$ cat src/hdl/tsaf_pkg.sv
package tsaf_pkg;

  // Interlock modes, same codes as the mode and previous_mode result fields
  typedef enum logic [2:0] {
    MODE_DISARMED = 3'd0,
    MODE_READY    = 3'd1,
    MODE_ARMED    = 3'd2,
    MODE_FALLEN   = 3'd3,
    MODE_LOWBAT   = 3'd4
  } mode_e;

  // Configuration register map (word index into the APB window)
  localparam int APB_ADDR_W = 5;
  localparam int APB_DATA_W = 32;
  localparam int REG_IDX_W  = 3;

  localparam logic [REG_IDX_W-1:0] REG_FALL_ANGLE     = 3'd0;
  localparam logic [REG_IDX_W-1:0] REG_AUTO_ARM_EN    = 3'd1;
  localparam logic [REG_IDX_W-1:0] REG_AUTO_ARM_ANGLE = 3'd2;
  localparam logic [REG_IDX_W-1:0] REG_TILT_TRIM      = 3'd3;
  localparam logic [REG_IDX_W-1:0] REG_ARM_HOLD       = 3'd4;
  localparam logic [REG_IDX_W-1:0] REG_FALL_DEBOUNCE  = 3'd5;

  // Register reset values
  localparam int FALL_ANGLE_RST     = 4096;
  localparam int AUTO_ARM_ANGLE_RST = 410;
  localparam int ARM_HOLD_RST       = 100;
  localparam int FALL_DEBOUNCE_RST  = 20;

  // One result as it leaves the interlock logic
  typedef struct packed {
    mode_e mode;
    logic  drive_enable;
    logic  mode_changed;
    mode_e previous_mode;
  } result_t;

endpackage

$ cat src/hdl/tsaf_if.sv
interface tsaf_in_if #(
  parameter int ANGLE_WIDTH = 16
) ();
  logic                          valid;
  logic                          ready;
  logic signed [ANGLE_WIDTH-1:0] tilt;
  logic                          imu_ready;
  logic                          battery_low;
  logic                          arm_request;
  logic                          disarm_request;
  logic                          reset_request;

  modport source (
    output valid, tilt, imu_ready, battery_low, arm_request, disarm_request, reset_request,
    input  ready
  );
  modport sink (
    input  valid, tilt, imu_ready, battery_low, arm_request, disarm_request, reset_request,
    output ready
  );
endinterface

interface tsaf_out_if ();
  logic       valid;
  logic       ready;
  logic [2:0] mode;
  logic       drive_enable;
  logic       mode_changed;
  logic [2:0] previous_mode;

  modport source (
    output valid, mode, drive_enable, mode_changed, previous_mode,
    input  ready
  );
  modport sink (
    input  valid, mode, drive_enable, mode_changed, previous_mode,
    output ready
  );
endinterface

$ cat src/hdl/tsaf_cfg.sv
module tsaf_cfg
  import tsaf_pkg::*;
#(
  parameter int ANGLE_WIDTH = 16,
  parameter int COUNT_WIDTH = 16
) (
  input  logic                   clk_i,
  input  logic                   rst_ni,
  input  logic                   psel,
  input  logic                   penable,
  input  logic                   pwrite,
  input  logic [APB_ADDR_W-1:0]  paddr,
  input  logic [APB_DATA_W-1:0]  pwdata,
  output logic [APB_DATA_W-1:0]  prdata,
  output logic                   pready,
  output logic [ANGLE_WIDTH-2:0] fall_angle_o,
  output logic                   auto_arm_enable_o,
  output logic [ANGLE_WIDTH-2:0] auto_arm_angle_o,
  output logic [ANGLE_WIDTH-1:0] tilt_trim_o,
  output logic [COUNT_WIDTH-1:0] auto_arm_hold_ticks_o,
  output logic [COUNT_WIDTH-1:0] fall_debounce_ticks_o
);

  localparam int MagW = ANGLE_WIDTH - 1;

  logic [MagW-1:0]        fall_angle_q;
  logic                   auto_arm_enable_q;
  logic [MagW-1:0]        auto_arm_angle_q;
  logic [ANGLE_WIDTH-1:0] tilt_trim_q;
  logic [COUNT_WIDTH-1:0] arm_hold_q;
  logic [COUNT_WIDTH-1:0] fall_debounce_q;
  logic [REG_IDX_W-1:0]   reg_idx;
  logic                   wr_en;

  assign pready  = 1'b1;
  assign reg_idx = paddr[APB_ADDR_W-1:2];
  assign wr_en   = psel & penable & pwrite;

  // Write registers on the access phase
  always_ff @(posedge clk_i or negedge rst_ni) begin
    if (!rst_ni) begin
      fall_angle_q      <= MagW'(FALL_ANGLE_RST);
      auto_arm_enable_q <= 1'b0;
      auto_arm_angle_q  <= MagW'(AUTO_ARM_ANGLE_RST);
      tilt_trim_q       <= '0;
      arm_hold_q        <= COUNT_WIDTH'(ARM_HOLD_RST);
      fall_debounce_q   <= COUNT_WIDTH'(FALL_DEBOUNCE_RST);
    end else if (wr_en) begin
      case (reg_idx)
        REG_FALL_ANGLE:     fall_angle_q      <= pwdata[MagW-1:0];
        REG_AUTO_ARM_EN:    auto_arm_enable_q <= pwdata[0];
        REG_AUTO_ARM_ANGLE: auto_arm_angle_q  <= pwdata[MagW-1:0];
        REG_TILT_TRIM:      tilt_trim_q       <= pwdata[ANGLE_WIDTH-1:0];
        REG_ARM_HOLD:       arm_hold_q        <= pwdata[COUNT_WIDTH-1:0];
        REG_FALL_DEBOUNCE:  fall_debounce_q   <= pwdata[COUNT_WIDTH-1:0];
        default: ;
      endcase
    end
  end

  // Read back
  always_comb begin
    case (reg_idx)
      REG_FALL_ANGLE:     prdata = APB_DATA_W'(fall_angle_q);
      REG_AUTO_ARM_EN:    prdata = APB_DATA_W'(auto_arm_enable_q);
      REG_AUTO_ARM_ANGLE: prdata = APB_DATA_W'(auto_arm_angle_q);
      REG_TILT_TRIM:      prdata = APB_DATA_W'(tilt_trim_q);
      REG_ARM_HOLD:       prdata = APB_DATA_W'(arm_hold_q);
      REG_FALL_DEBOUNCE:  prdata = APB_DATA_W'(fall_debounce_q);
      default:            prdata = '0;
    endcase
  end

  assign fall_angle_o          = fall_angle_q;
  assign auto_arm_enable_o     = auto_arm_enable_q;
  assign auto_arm_angle_o      = auto_arm_angle_q;
  assign tilt_trim_o           = tilt_trim_q;
  assign auto_arm_hold_ticks_o = arm_hold_q;
  assign fall_debounce_ticks_o = fall_debounce_q;

endmodule

$ cat src/hdl/tsaf_step.sv
module tsaf_step
  import tsaf_pkg::*;
#(
  parameter int ANGLE_WIDTH = 16,
  parameter int COUNT_WIDTH = 16
) (
  input  logic                          clk_i,
  input  logic                          rst_ni,
  input  logic                          step_i,
  input  logic signed [ANGLE_WIDTH-1:0] tilt_i,
  input  logic                          imu_ready_i,
  input  logic                          battery_low_i,
  input  logic                          arm_request_i,
  input  logic                          disarm_request_i,
  input  logic                          reset_request_i,
  input  logic [ANGLE_WIDTH-2:0]        fall_angle_i,
  input  logic                          auto_arm_enable_i,
  input  logic [ANGLE_WIDTH-2:0]        auto_arm_angle_i,
  input  logic [ANGLE_WIDTH-1:0]        tilt_trim_i,
  input  logic [COUNT_WIDTH-1:0]        auto_arm_hold_ticks_i,
  input  logic [COUNT_WIDTH-1:0]        fall_debounce_ticks_i,
  output result_t                       result_o
);

  localparam int WideW = ANGLE_WIDTH + 1;

  mode_e                  mode_q, mode_d;
  logic [COUNT_WIDTH-1:0] fall_cnt_q, fall_cnt_d, fall_cnt_nx;
  logic                   fall_act_q, fall_act_d;
  logic [COUNT_WIDTH-1:0] arm_cnt_q, arm_cnt_d, arm_cnt_nx;
  logic                   arm_act_q, arm_act_d;
  logic                   inhibit_q, inhibit_d;

  logic signed [WideW-1:0] tilt_x, trim_x, eff_x;
  logic [WideW-1:0]        tilt_abs, eff_abs;
  logic                    ready_ok, in_window, beyond;
  logic                    arm_track, arm_hit, fall_track, fall_hit, arm_now;

  // Magnitudes, all exact at one bit wider than the angle
  assign tilt_x   = WideW'(tilt_i);
  assign trim_x   = WideW'($signed(tilt_trim_i));
  assign eff_x    = tilt_x - trim_x;
  assign tilt_abs = tilt_x[WideW-1] ? WideW'(-tilt_x) : WideW'(tilt_x);
  assign eff_abs  = eff_x[WideW-1] ? WideW'(-eff_x) : WideW'(eff_x);

  assign ready_ok  = imu_ready_i && !battery_low_i
                     && ({tilt_abs, 1'b0} <= (WideW + 1)'(fall_angle_i));
  assign in_window = eff_abs <= WideW'(auto_arm_angle_i);
  assign beyond    = tilt_abs > WideW'(fall_angle_i);

  // Saturating dwell counts; a fresh dwell starts at zero
  assign arm_cnt_nx  = !arm_act_q ? '0 : ((arm_cnt_q == '1) ? arm_cnt_q : arm_cnt_q + 1'b1);
  assign fall_cnt_nx = !fall_act_q ? '0
                     : ((fall_cnt_q == '1) ? fall_cnt_q : fall_cnt_q + 1'b1);

  assign arm_track  = (mode_q == MODE_READY) && ready_ok && !arm_request_i && auto_arm_enable_i;
  assign arm_hit    = arm_track && in_window && !inhibit_q
                      && (arm_cnt_nx >= auto_arm_hold_ticks_i);
  assign fall_track = (mode_q == MODE_ARMED) && !battery_low_i && beyond;
  assign fall_hit   = fall_track && (fall_cnt_nx >= fall_debounce_ticks_i);
  assign arm_now    = (mode_q == MODE_READY) && ready_ok && (arm_request_i || arm_hit);

  // Next mode
  always_comb begin
    mode_d = mode_q;
    unique case (mode_q)
      MODE_DISARMED: begin
        if (ready_ok) mode_d = MODE_READY;
      end
      MODE_READY: begin
        priority if (!ready_ok) mode_d = MODE_DISARMED;
        else if (arm_now)       mode_d = MODE_ARMED;
      end
      MODE_ARMED: begin
        priority if (battery_low_i) mode_d = MODE_LOWBAT;
        else if (fall_hit)          mode_d = MODE_FALLEN;
        else if (disarm_request_i)  mode_d = MODE_DISARMED;
      end
      MODE_FALLEN, MODE_LOWBAT: begin
        if (reset_request_i) mode_d = MODE_DISARMED;
      end
      default: mode_d = mode_q;
    endcase
  end

  // Dwell timers and auto-arm inhibit
  always_comb begin
    fall_cnt_d = fall_cnt_q;
    fall_act_d = fall_act_q;
    arm_cnt_d  = arm_cnt_q;
    arm_act_d  = arm_act_q;
    inhibit_d  = inhibit_q;

    if (arm_now) begin
      fall_cnt_d = '0;
      fall_act_d = 1'b0;
      arm_cnt_d  = '0;
      arm_act_d  = 1'b0;
    end else if (arm_track) begin
      if (!in_window) begin
        arm_cnt_d = '0;
        arm_act_d = 1'b0;
        inhibit_d = 1'b0;
      end else if (!inhibit_q) begin
        arm_cnt_d = arm_cnt_nx;
        arm_act_d = 1'b1;
      end
    end else if ((mode_q == MODE_READY) && ready_ok && !arm_request_i) begin
      arm_cnt_d = '0;
      arm_act_d = 1'b0;
    end

    if ((mode_q == MODE_ARMED) && !battery_low_i) begin
      if (beyond) begin
        fall_cnt_d = fall_cnt_nx;
        fall_act_d = 1'b1;
      end else begin
        fall_cnt_d = '0;
        fall_act_d = 1'b0;
      end
    end

    // Every entry to disarmed re-arms the inhibit
    if ((mode_d == MODE_DISARMED) && (mode_q != MODE_DISARMED)) begin
      inhibit_d = 1'b1;
      arm_cnt_d = '0;
      arm_act_d = 1'b0;
    end
  end

  always_ff @(posedge clk_i or negedge rst_ni) begin
    if (!rst_ni) begin
      mode_q     <= MODE_DISARMED;
      fall_cnt_q <= '0;
      fall_act_q <= 1'b0;
      arm_cnt_q  <= '0;
      arm_act_q  <= 1'b0;
      inhibit_q  <= 1'b1;
    end else if (step_i) begin
      mode_q     <= mode_d;
      fall_cnt_q <= fall_cnt_d;
      fall_act_q <= fall_act_d;
      arm_cnt_q  <= arm_cnt_d;
      arm_act_q  <= arm_act_d;
      inhibit_q  <= inhibit_d;
    end
  end

  assign result_o.mode          = mode_d;
  assign result_o.drive_enable  = (mode_d == MODE_ARMED);
  assign result_o.mode_changed  = (mode_d != mode_q);
  assign result_o.previous_mode = mode_q;

endmodule

$ cat src/hdl/tilt_safety_arming_fsm.sv
// Tilt safety interlock, one safety tick per transfer.
// Each tick is held in the input register, then its result is registered in the result register
// and presented on the output channel.
// Throughput: one tick per cycle unless the result side stalls; the mode and dwell state update per tick.
// Reset: mode disarmed, dwell timers cleared, auto-arm inhibited, registers at their
// defaults, both pipeline registers empty.
module tilt_safety_arming_fsm
  import tsaf_pkg::*;
#(
  parameter int ANGLE_WIDTH = 16,
  parameter int COUNT_WIDTH = 16
) (
  input  logic                  clk_i,
  input  logic                  rst_ni,
  tsaf_in_if.sink               in_i,
  tsaf_out_if.source            out_o,
  input  logic                  psel,
  input  logic                  penable,
  input  logic                  pwrite,
  input  logic [APB_ADDR_W-1:0] paddr,
  input  logic [APB_DATA_W-1:0] pwdata,
  output logic [APB_DATA_W-1:0] prdata,
  output logic                  pready
);

  logic [ANGLE_WIDTH-2:0] fall_angle;
  logic                   auto_arm_enable;
  logic [ANGLE_WIDTH-2:0] auto_arm_angle;
  logic [ANGLE_WIDTH-1:0] tilt_trim;
  logic [COUNT_WIDTH-1:0] auto_arm_hold_ticks;
  logic [COUNT_WIDTH-1:0] fall_debounce_ticks;

  logic                          in_valid_q;
  logic signed [ANGLE_WIDTH-1:0] tilt_q;
  logic                          imu_ready_q, battery_low_q;
  logic                          arm_req_q, disarm_req_q, reset_req_q;
  logic                          out_valid_q;
  result_t                       res_d, res_q;
  logic                          advance;

  tsaf_cfg #(
    .ANGLE_WIDTH(ANGLE_WIDTH),
    .COUNT_WIDTH(COUNT_WIDTH)
  ) u_cfg (
    .clk_i                (clk_i),
    .rst_ni               (rst_ni),
    .psel                 (psel),
    .penable              (penable),
    .pwrite               (pwrite),
    .paddr                (paddr),
    .pwdata               (pwdata),
    .prdata               (prdata),
    .pready               (pready),
    .fall_angle_o         (fall_angle),
    .auto_arm_enable_o    (auto_arm_enable),
    .auto_arm_angle_o     (auto_arm_angle),
    .tilt_trim_o          (tilt_trim),
    .auto_arm_hold_ticks_o(auto_arm_hold_ticks),
    .fall_debounce_ticks_o(fall_debounce_ticks)
  );

  // Move the held tick into the result register when that slot is free or is being emptied
  assign advance    = in_valid_q && (!out_valid_q || out_o.ready);
  assign in_i.ready = !in_valid_q || advance;

  // Input register
  always_ff @(posedge clk_i or negedge rst_ni) begin
    if (!rst_ni) begin
      in_valid_q <= 1'b0;
    end else if (in_i.ready) begin
      in_valid_q <= in_i.valid;
    end
  end

  always_ff @(posedge clk_i) begin
    if (in_i.valid && in_i.ready) begin
      tilt_q        <= in_i.tilt;
      imu_ready_q   <= in_i.imu_ready;
      battery_low_q <= in_i.battery_low;
      arm_req_q     <= in_i.arm_request;
      disarm_req_q  <= in_i.disarm_request;
      reset_req_q   <= in_i.reset_request;
    end
  end

  tsaf_step #(
    .ANGLE_WIDTH(ANGLE_WIDTH),
    .COUNT_WIDTH(COUNT_WIDTH)
  ) u_step (
    .clk_i                (clk_i),
    .rst_ni               (rst_ni),
    .step_i               (advance),
    .tilt_i               (tilt_q),
    .imu_ready_i          (imu_ready_q),
    .battery_low_i        (battery_low_q),
    .arm_request_i        (arm_req_q),
    .disarm_request_i     (disarm_req_q),
    .reset_request_i      (reset_req_q),
    .fall_angle_i         (fall_angle),
    .auto_arm_enable_i    (auto_arm_enable),
    .auto_arm_angle_i     (auto_arm_angle),
    .tilt_trim_i          (tilt_trim),
    .auto_arm_hold_ticks_i(auto_arm_hold_ticks),
    .fall_debounce_ticks_i(fall_debounce_ticks),
    .result_o             (res_d)
  );

  // Result register
  always_ff @(posedge clk_i or negedge rst_ni) begin
    if (!rst_ni) begin
      out_valid_q <= 1'b0;
    end else if (advance) begin
      out_valid_q <= 1'b1;
    end else if (out_o.ready) begin
      out_valid_q <= 1'b0;
    end
  end

  always_ff @(posedge clk_i) begin
    if (advance) begin
      res_q <= res_d;
    end
  end

  assign out_o.valid         = out_valid_q;
  assign out_o.mode          = res_q.mode;
  assign out_o.drive_enable  = res_q.drive_enable;
  assign out_o.mode_changed  = res_q.mode_changed;
  assign out_o.previous_mode = res_q.previous_mode;

  // A held tick always reaches the result register
  a_advance_fills: assert property (@(posedge clk_i) disable iff (!rst_ni)
    advance |=> out_valid_q)
    else $error("advanced tick did not reach the result register");

  // A held tick is never dropped while the result side stalls
  a_hold_tick: assert property (@(posedge clk_i) disable iff (!rst_ni)
    (in_valid_q && !advance) |=> in_valid_q)
    else $error("stalled tick lost from the input register");

  // Drive enable only in armed mode
  a_drive_armed: assert property (@(posedge clk_i) disable iff (!rst_ni)
    (out_valid_q && res_q.drive_enable) |-> (res_q.mode == MODE_ARMED))
    else $error("drive enabled outside armed mode");

  // Change flag agrees with the two modes
  a_changed: assert property (@(posedge clk_i) disable iff (!rst_ni)
    out_valid_q |-> (res_q.mode_changed == (res_q.mode != res_q.previous_mode)))
    else $error("mode change flag inconsistent");

endmodule

$ cat src/flat_wrapper.sv
// flat-port wrapper written by rule: the top's interface ports become plain ports
module tilt_safety_arming_fsm_flat import tsaf_pkg::*;
#(
  parameter int ANGLE_WIDTH = 16,
  parameter int COUNT_WIDTH = 16
)
  (clk_i, rst_ni, psel, penable, pwrite, paddr, pwdata, prdata, pready, in_i_valid, in_i_tilt, in_i_imu_ready, in_i_battery_low, in_i_arm_request, in_i_disarm_request, in_i_reset_request, in_i_ready, out_o_valid, out_o_mode, out_o_drive_enable, out_o_mode_changed, out_o_previous_mode, out_o_ready);
  tsaf_in_if #(.ANGLE_WIDTH(ANGLE_WIDTH)) in_i_i ();
  tsaf_out_if out_o_i ();
  input  logic clk_i;
  input  logic rst_ni;
  input  logic psel;
  input  logic penable;
  input  logic pwrite;
  input  logic [APB_ADDR_W-1:0] paddr;
  input  logic [APB_DATA_W-1:0] pwdata;
  output logic [APB_DATA_W-1:0] prdata;
  output logic pready;
  input wire logic [$bits(in_i_i.valid)-1:0] in_i_valid;
  input wire logic [$bits(in_i_i.tilt)-1:0] in_i_tilt;
  input wire logic [$bits(in_i_i.imu_ready)-1:0] in_i_imu_ready;
  input wire logic [$bits(in_i_i.battery_low)-1:0] in_i_battery_low;
  input wire logic [$bits(in_i_i.arm_request)-1:0] in_i_arm_request;
  input wire logic [$bits(in_i_i.disarm_request)-1:0] in_i_disarm_request;
  input wire logic [$bits(in_i_i.reset_request)-1:0] in_i_reset_request;
  output wire logic [$bits(in_i_i.ready)-1:0] in_i_ready;
  output wire logic [$bits(out_o_i.valid)-1:0] out_o_valid;
  output wire logic [$bits(out_o_i.mode)-1:0] out_o_mode;
  output wire logic [$bits(out_o_i.drive_enable)-1:0] out_o_drive_enable;
  output wire logic [$bits(out_o_i.mode_changed)-1:0] out_o_mode_changed;
  output wire logic [$bits(out_o_i.previous_mode)-1:0] out_o_previous_mode;
  input wire logic [$bits(out_o_i.ready)-1:0] out_o_ready;
  assign in_i_i.valid = in_i_valid;
  assign in_i_i.tilt = in_i_tilt;
  assign in_i_i.imu_ready = in_i_imu_ready;
  assign in_i_i.battery_low = in_i_battery_low;
  assign in_i_i.arm_request = in_i_arm_request;
  assign in_i_i.disarm_request = in_i_disarm_request;
  assign in_i_i.reset_request = in_i_reset_request;
  assign in_i_ready = in_i_i.ready;
  assign out_o_valid = out_o_i.valid;
  assign out_o_mode = out_o_i.mode;
  assign out_o_drive_enable = out_o_i.drive_enable;
  assign out_o_mode_changed = out_o_i.mode_changed;
  assign out_o_previous_mode = out_o_i.previous_mode;
  assign out_o_i.ready = out_o_ready;
  tilt_safety_arming_fsm #(.ANGLE_WIDTH(ANGLE_WIDTH), .COUNT_WIDTH(COUNT_WIDTH)) u_core (.clk_i(clk_i), .rst_ni(rst_ni), .in_i(in_i_i), .out_o(out_o_i), .psel(psel), .penable(penable), .pwrite(pwrite), .paddr(paddr), .pwdata(pwdata), .prdata(prdata), .pready(pready));
endmodule
$ cat config.mk
export PLATFORM = sky130hd
export DESIGN_NAME = tilt_safety_arming_fsm_flat
export DESIGN_NICKNAME = d
export VERILOG_FILES = /design/src/hdl/tsaf_pkg.sv /design/src/hdl/tsaf_if.sv /design/src/hdl/tsaf_cfg.sv /design/src/hdl/tsaf_step.sv /design/src/hdl/tilt_safety_arming_fsm.sv /design/src/flat_wrapper.sv
export SDC_FILE = /design/constraint.sdc
export NUM_CORES = 1
export LEC_CHECK = 0
export BUFFER_PORTS_ARGS = -buffer_cell sky130_fd_sc_hd__buf_2
export CAP_MARGIN = 20
export CORE_ASPECT_RATIO = 2
export CORE_MARGIN = 2
export CORE_UTILIZATION = 40
export DETAILED_ROUTE_END_ITERATION = 10
export HOLD_SLACK_MARGIN = 0.02
export PLACE_DENSITY = 0.6
export REMOVE_ABC_BUFFERS = 1
export SKIP_LAST_GASP = 1
export SYNTH_ARGS = -nofsm -noshare
export SYNTH_HDL_FRONTEND = slang
export SYNTH_SLANG_ARGS = --single-unit
export TNS_END_PERCENT = 10
$ cat constraint.sdc
create_clock -name clk_i -period 14 [get_ports clk_i]
set_input_delay 0.7 -clock clk_i [delete_from_list [all_inputs] [get_ports clk_i]]
set_output_delay 0.7 -clock clk_i [all_outputs]
set_load 0.03 [all_outputs]
==> flow_metrics.py <==
metrics = {
    "grt": {
        "track_usage_pct": 22.92,
        "grt_max_degree": 70,
        "antenna_found_initial": 1,
        "grt_pass1_wl_um": 49050,
        "grt.overflow.total": 0,
        "grt_pass1_vias": 8884,
    },
    "synthesis": {
        "yosys.area_share.adder_pct": 11.42,
        "synth_top_family_by_area": "compound AO/OA/AOI/OAI gates",
        "ys.flop_type": "dfrtp_1",
        "synthXorXnorAreaFrac_pct": 4.342,
        "synth_edf_count": 29,
        "synth_compound_area_share_pct": 19.16,
        "netlist_area_mm2": 0.01069,
        "synth-async-reset-ratio_pct": 80.41,
        "synth.yosys.seq_area_share_pct": 36.14,
        "synth-seq-cells": 148,
        "muxShareOfSynthArea_pct": 4.178,
        "syn_inst": 1174,
        "ys_warn_count": 0,
        "syn_avg_cell_area_um2": 9.106,
        "netlist-cell-type-count": 83,
        "synthSimpleGateAreaFrac_pct": 18.22,
    },
    "finish": {
        "final_util_pct": 45.40,
        "final_common_cell": "nand2_1",
        "drive_gt1_share_pct": 13.60,
        "final_cell_mix": "nand2_1 (136), dfrtp_1 (107), ha_1 (96)",
        "layout.nets": 1384,
        "final_cells": 1580,
        "layout-area-overhead-vs-synth_pct": 11.60,
    },
    "clocking": {
        "post_cts_buffers": 0,
        "cts_tree": "built",
        "cts_buffer_depth": 2,
        "cts_hold_buf": 0,
        "cts_root_buffer": "clkbuf_16",
        "clk-insertion-delay-late_ns": 0.45,
        "clkSlewWorstSetupHoldPaths_ns": 0.06,
        "numCtsBuffers": 17,
        "cts_resized": 0,
        "clock_sinks": 148,
        "htree_levels": 4,
    },
    "timing": {
        "fin_skew_ns": 0.006503,
        "tns_ns": 0,
        "maxSlewViolCount": 0,
        "timing.hold.ws_ns": 0.3803,
        "timing.fmax_mhz": 158.2,
        "tightest_slew_ns": 1.076,
        "period_share_pct": 45.14,
        "setup_violations": 0,
        "slew_headroom_pct": 28.03,
        "min_period_ns": 6.320,
        "hold_violations": 0,
        "rsz0062_at_grt": "no",
    },
    "route": {
        "drtAntennaViolNets": 0,
        "drtIter0Drc": 602,
        "wire_per_inst_um": 19.77,
        "num_vias": 8822,
        "vias_per_cell": 5.584,
        "wl_um": 31240,
        "firstDrtPassIters": 5,
        "post-route-drc-count": 0,
    },
    "floorplanning": {
        "start_util_pct": 40.69,
        "core_mm2": 0.02628,
        "die_x_um": 119.6,
        "die_area_mm2": 0.02813,
        "rows": 84,
        "dieHeight_um": 235.2,
        "ios": 108,
    },
    "power_and_ir_drop": {
        "peakVddDrop_v": 0.00008495,
        "leakagePower_nw": 5.511,
        "power_density_mw_per_mm2": 149.4,
    },
    "critical_path": {
        "crit_type": "flop to flop",
        "timing.critical_path.from": "u_core.tilt_q[0]$_DFFE_PP_",
        "end_kind": "flop",
        "critPathRequiredTime_ns": 14.38,
        "timing.rr.start": "u_core.tilt_q[0]$_DFFE_PP_",
        "r2r-end": "u_core.u_step.arm_cnt_q[2]$_DFFE_PN0P_",
        "rrSetupSlack_ns": 7.68,
        "reg2reg_depth": 20,
        "worstPathArrival_ns": 6.70,
        "critPathMaxFanout": 17,
        "startpoint_type": "flop",
    },
    "min_path": {
        "hold_path_class": "input port to async pin",
    },
    "placed_design": {
        "globalplace.congestion": 0.8974,
        "dp.cells": 1547,
        "place_hpwl_um": 24640,
        "io_buffers": 72,
    },
    "run_status": {
        "outcome": "completed",
    },
    "run": {
        "timing.max_cap.violations": 0,
    },
}
how the worst max path moves through the flow:
stage / end / slack (ns) / cells after the start
final: u_core.u_step.arm_cnt_q[2]$_DFFE_PN0P_ / 7.68 / 20
after global routing: u_core.u_step.arm_cnt_q[4]$_DFFE_PN0P_ / 7.25 / 20
after CTS: u_core.u_step.arm_cnt_q[2]$_DFFE_PN0P_ / 7.70 / 20
after detailed placement: u_core.u_step.arm_cnt_q[2]$_DFFE_PN0P_ / 7.76 / 20
after global placement: u_core.u_step.arm_cnt_q[12]$_DFFE_PN0P_ / 7.76 / 20
after floorplan: u_core.u_step.fall_cnt_q[12]$_DFFE_PN0P_ / 8.72 / 20
sequential cells by signal, indices dropped and copies added, names as in the netlist, 15 cells and up:
name                                flops
u_core.tilt_q                          16
u_core.u_cfg.auto_arm_hold_ticks_o     16
u_core.u_cfg.fall_debounce_ticks_o     16
u_core.u_cfg.tilt_trim_o               16
u_core.u_step.arm_cnt_q                16
u_core.u_step.fall_cnt_q               16
u_core.u_cfg.auto_arm_angle_o          15
u_core.u_cfg.fall_angle_o              15
final cells by class:
cell class                 instances  area, um2
sequential                       148       3864
fill                            2591      14350
tap                              344      430.4
clock inverter                     7      113.9
multi-input combinational        882       6222
timing repair buffer              79      415.4
inverter                          94      352.8
clock buffer                      25      529.3
antenna                            1      2.502
worst max-delay path: stages, from the launching register on:
cell and delay, ns:
edfxtp_1 0.38, inv_1 0.16, ha_1 0.27, fa_1 0.42, nand2b_1 0.17, a21oi_1 0.48, o21ba_2 0.25, o22ai_1 0.09
or4b_1 0.63, nor4_4 0.27, a21boi_0 0.17, xnor2_1 0.15, ha_1 0.22, or3_1 0.38, a221o_1 0.27, o221ai_1 0.19
o41ai_1 0.11, a41o_1 0.36, nor4b_1 0.34, o21a_1 0.65, a22o_1 0.26
stage by stage:
stage	setup WS, ns	total power [mW]	cell area, um2
after global placement	7.756	1.264	11280
after global routing	7.248	1.897	11930
final	7.680	1.782	11930
after detailed placement	7.761	1.282	11280
after CTS	7.700	1.786	11930
after floorplan	8.722	1.071	10410
per-layer routing:
layer	vias to the layer above	part of all wire, %	GRT usage (%)
li1	4304	-	-
met1	4239	35	23.00
met2	209	54	42.61
met3	70	3.3	2.931
met4	0	7.3	16.19
met5	-	0	0
Yosys cell counts (9+ instances only):
master    instances  area (um2)
a21o_1           36       270.3
a21oi_1          31       155.2
a22o_1           12       105.1
a22oi_1          14       105.1
and2_1           17       106.4
and3_1            9       56.30
buf_4            17       127.6
clkbuf_1         36       135.1
dfrtp_1         107        2678
dfstp_2          12       315.3
edfxtp_1         29       870.8
ha_1             96        1201
inv_1            93       349.1
mux2_2           21       236.5
mux2i_1          21       210.2
nand2_1         136       510.5
nand2b_1         17       106.4
nand3_1          32       160.2
nand3_2          10       100.1
nand4_1          17       106.4
nor2_1           56       210.2
nor2b_1          11       68.82
nor3_1           14       70.07
o21a_1           13       97.59
o21ai_0          93       465.5
o221ai_1         16       140.1
o31ai_1          10       75.07
or3_1            12       75.07
xnor2_1          38       332.8
xor2_1           15       131.4
report_power, final:
group / total, mW / internal (mW) / leakage (nW) / switching (mW)
Clock: 0.504 / 0.316 / 0.317 / 0.188
Sequential: 0.599 / 0.527 / 1.73 / 0.0721
Combinational: 0.679 / 0.265 / 3.47 / 0.413
cell families after synthesis:
kind of cell / count (synthesis)
DFF: 148
xor gates and xnor gates: 53
other: 2
muxes: 42
adders and majority gates: 97
AOI/OAI and AO/OA: 299
and+or+nand+nor: 374
buffers and inverters: 159
Note: power is estimated with default switching activity, not from simulation.
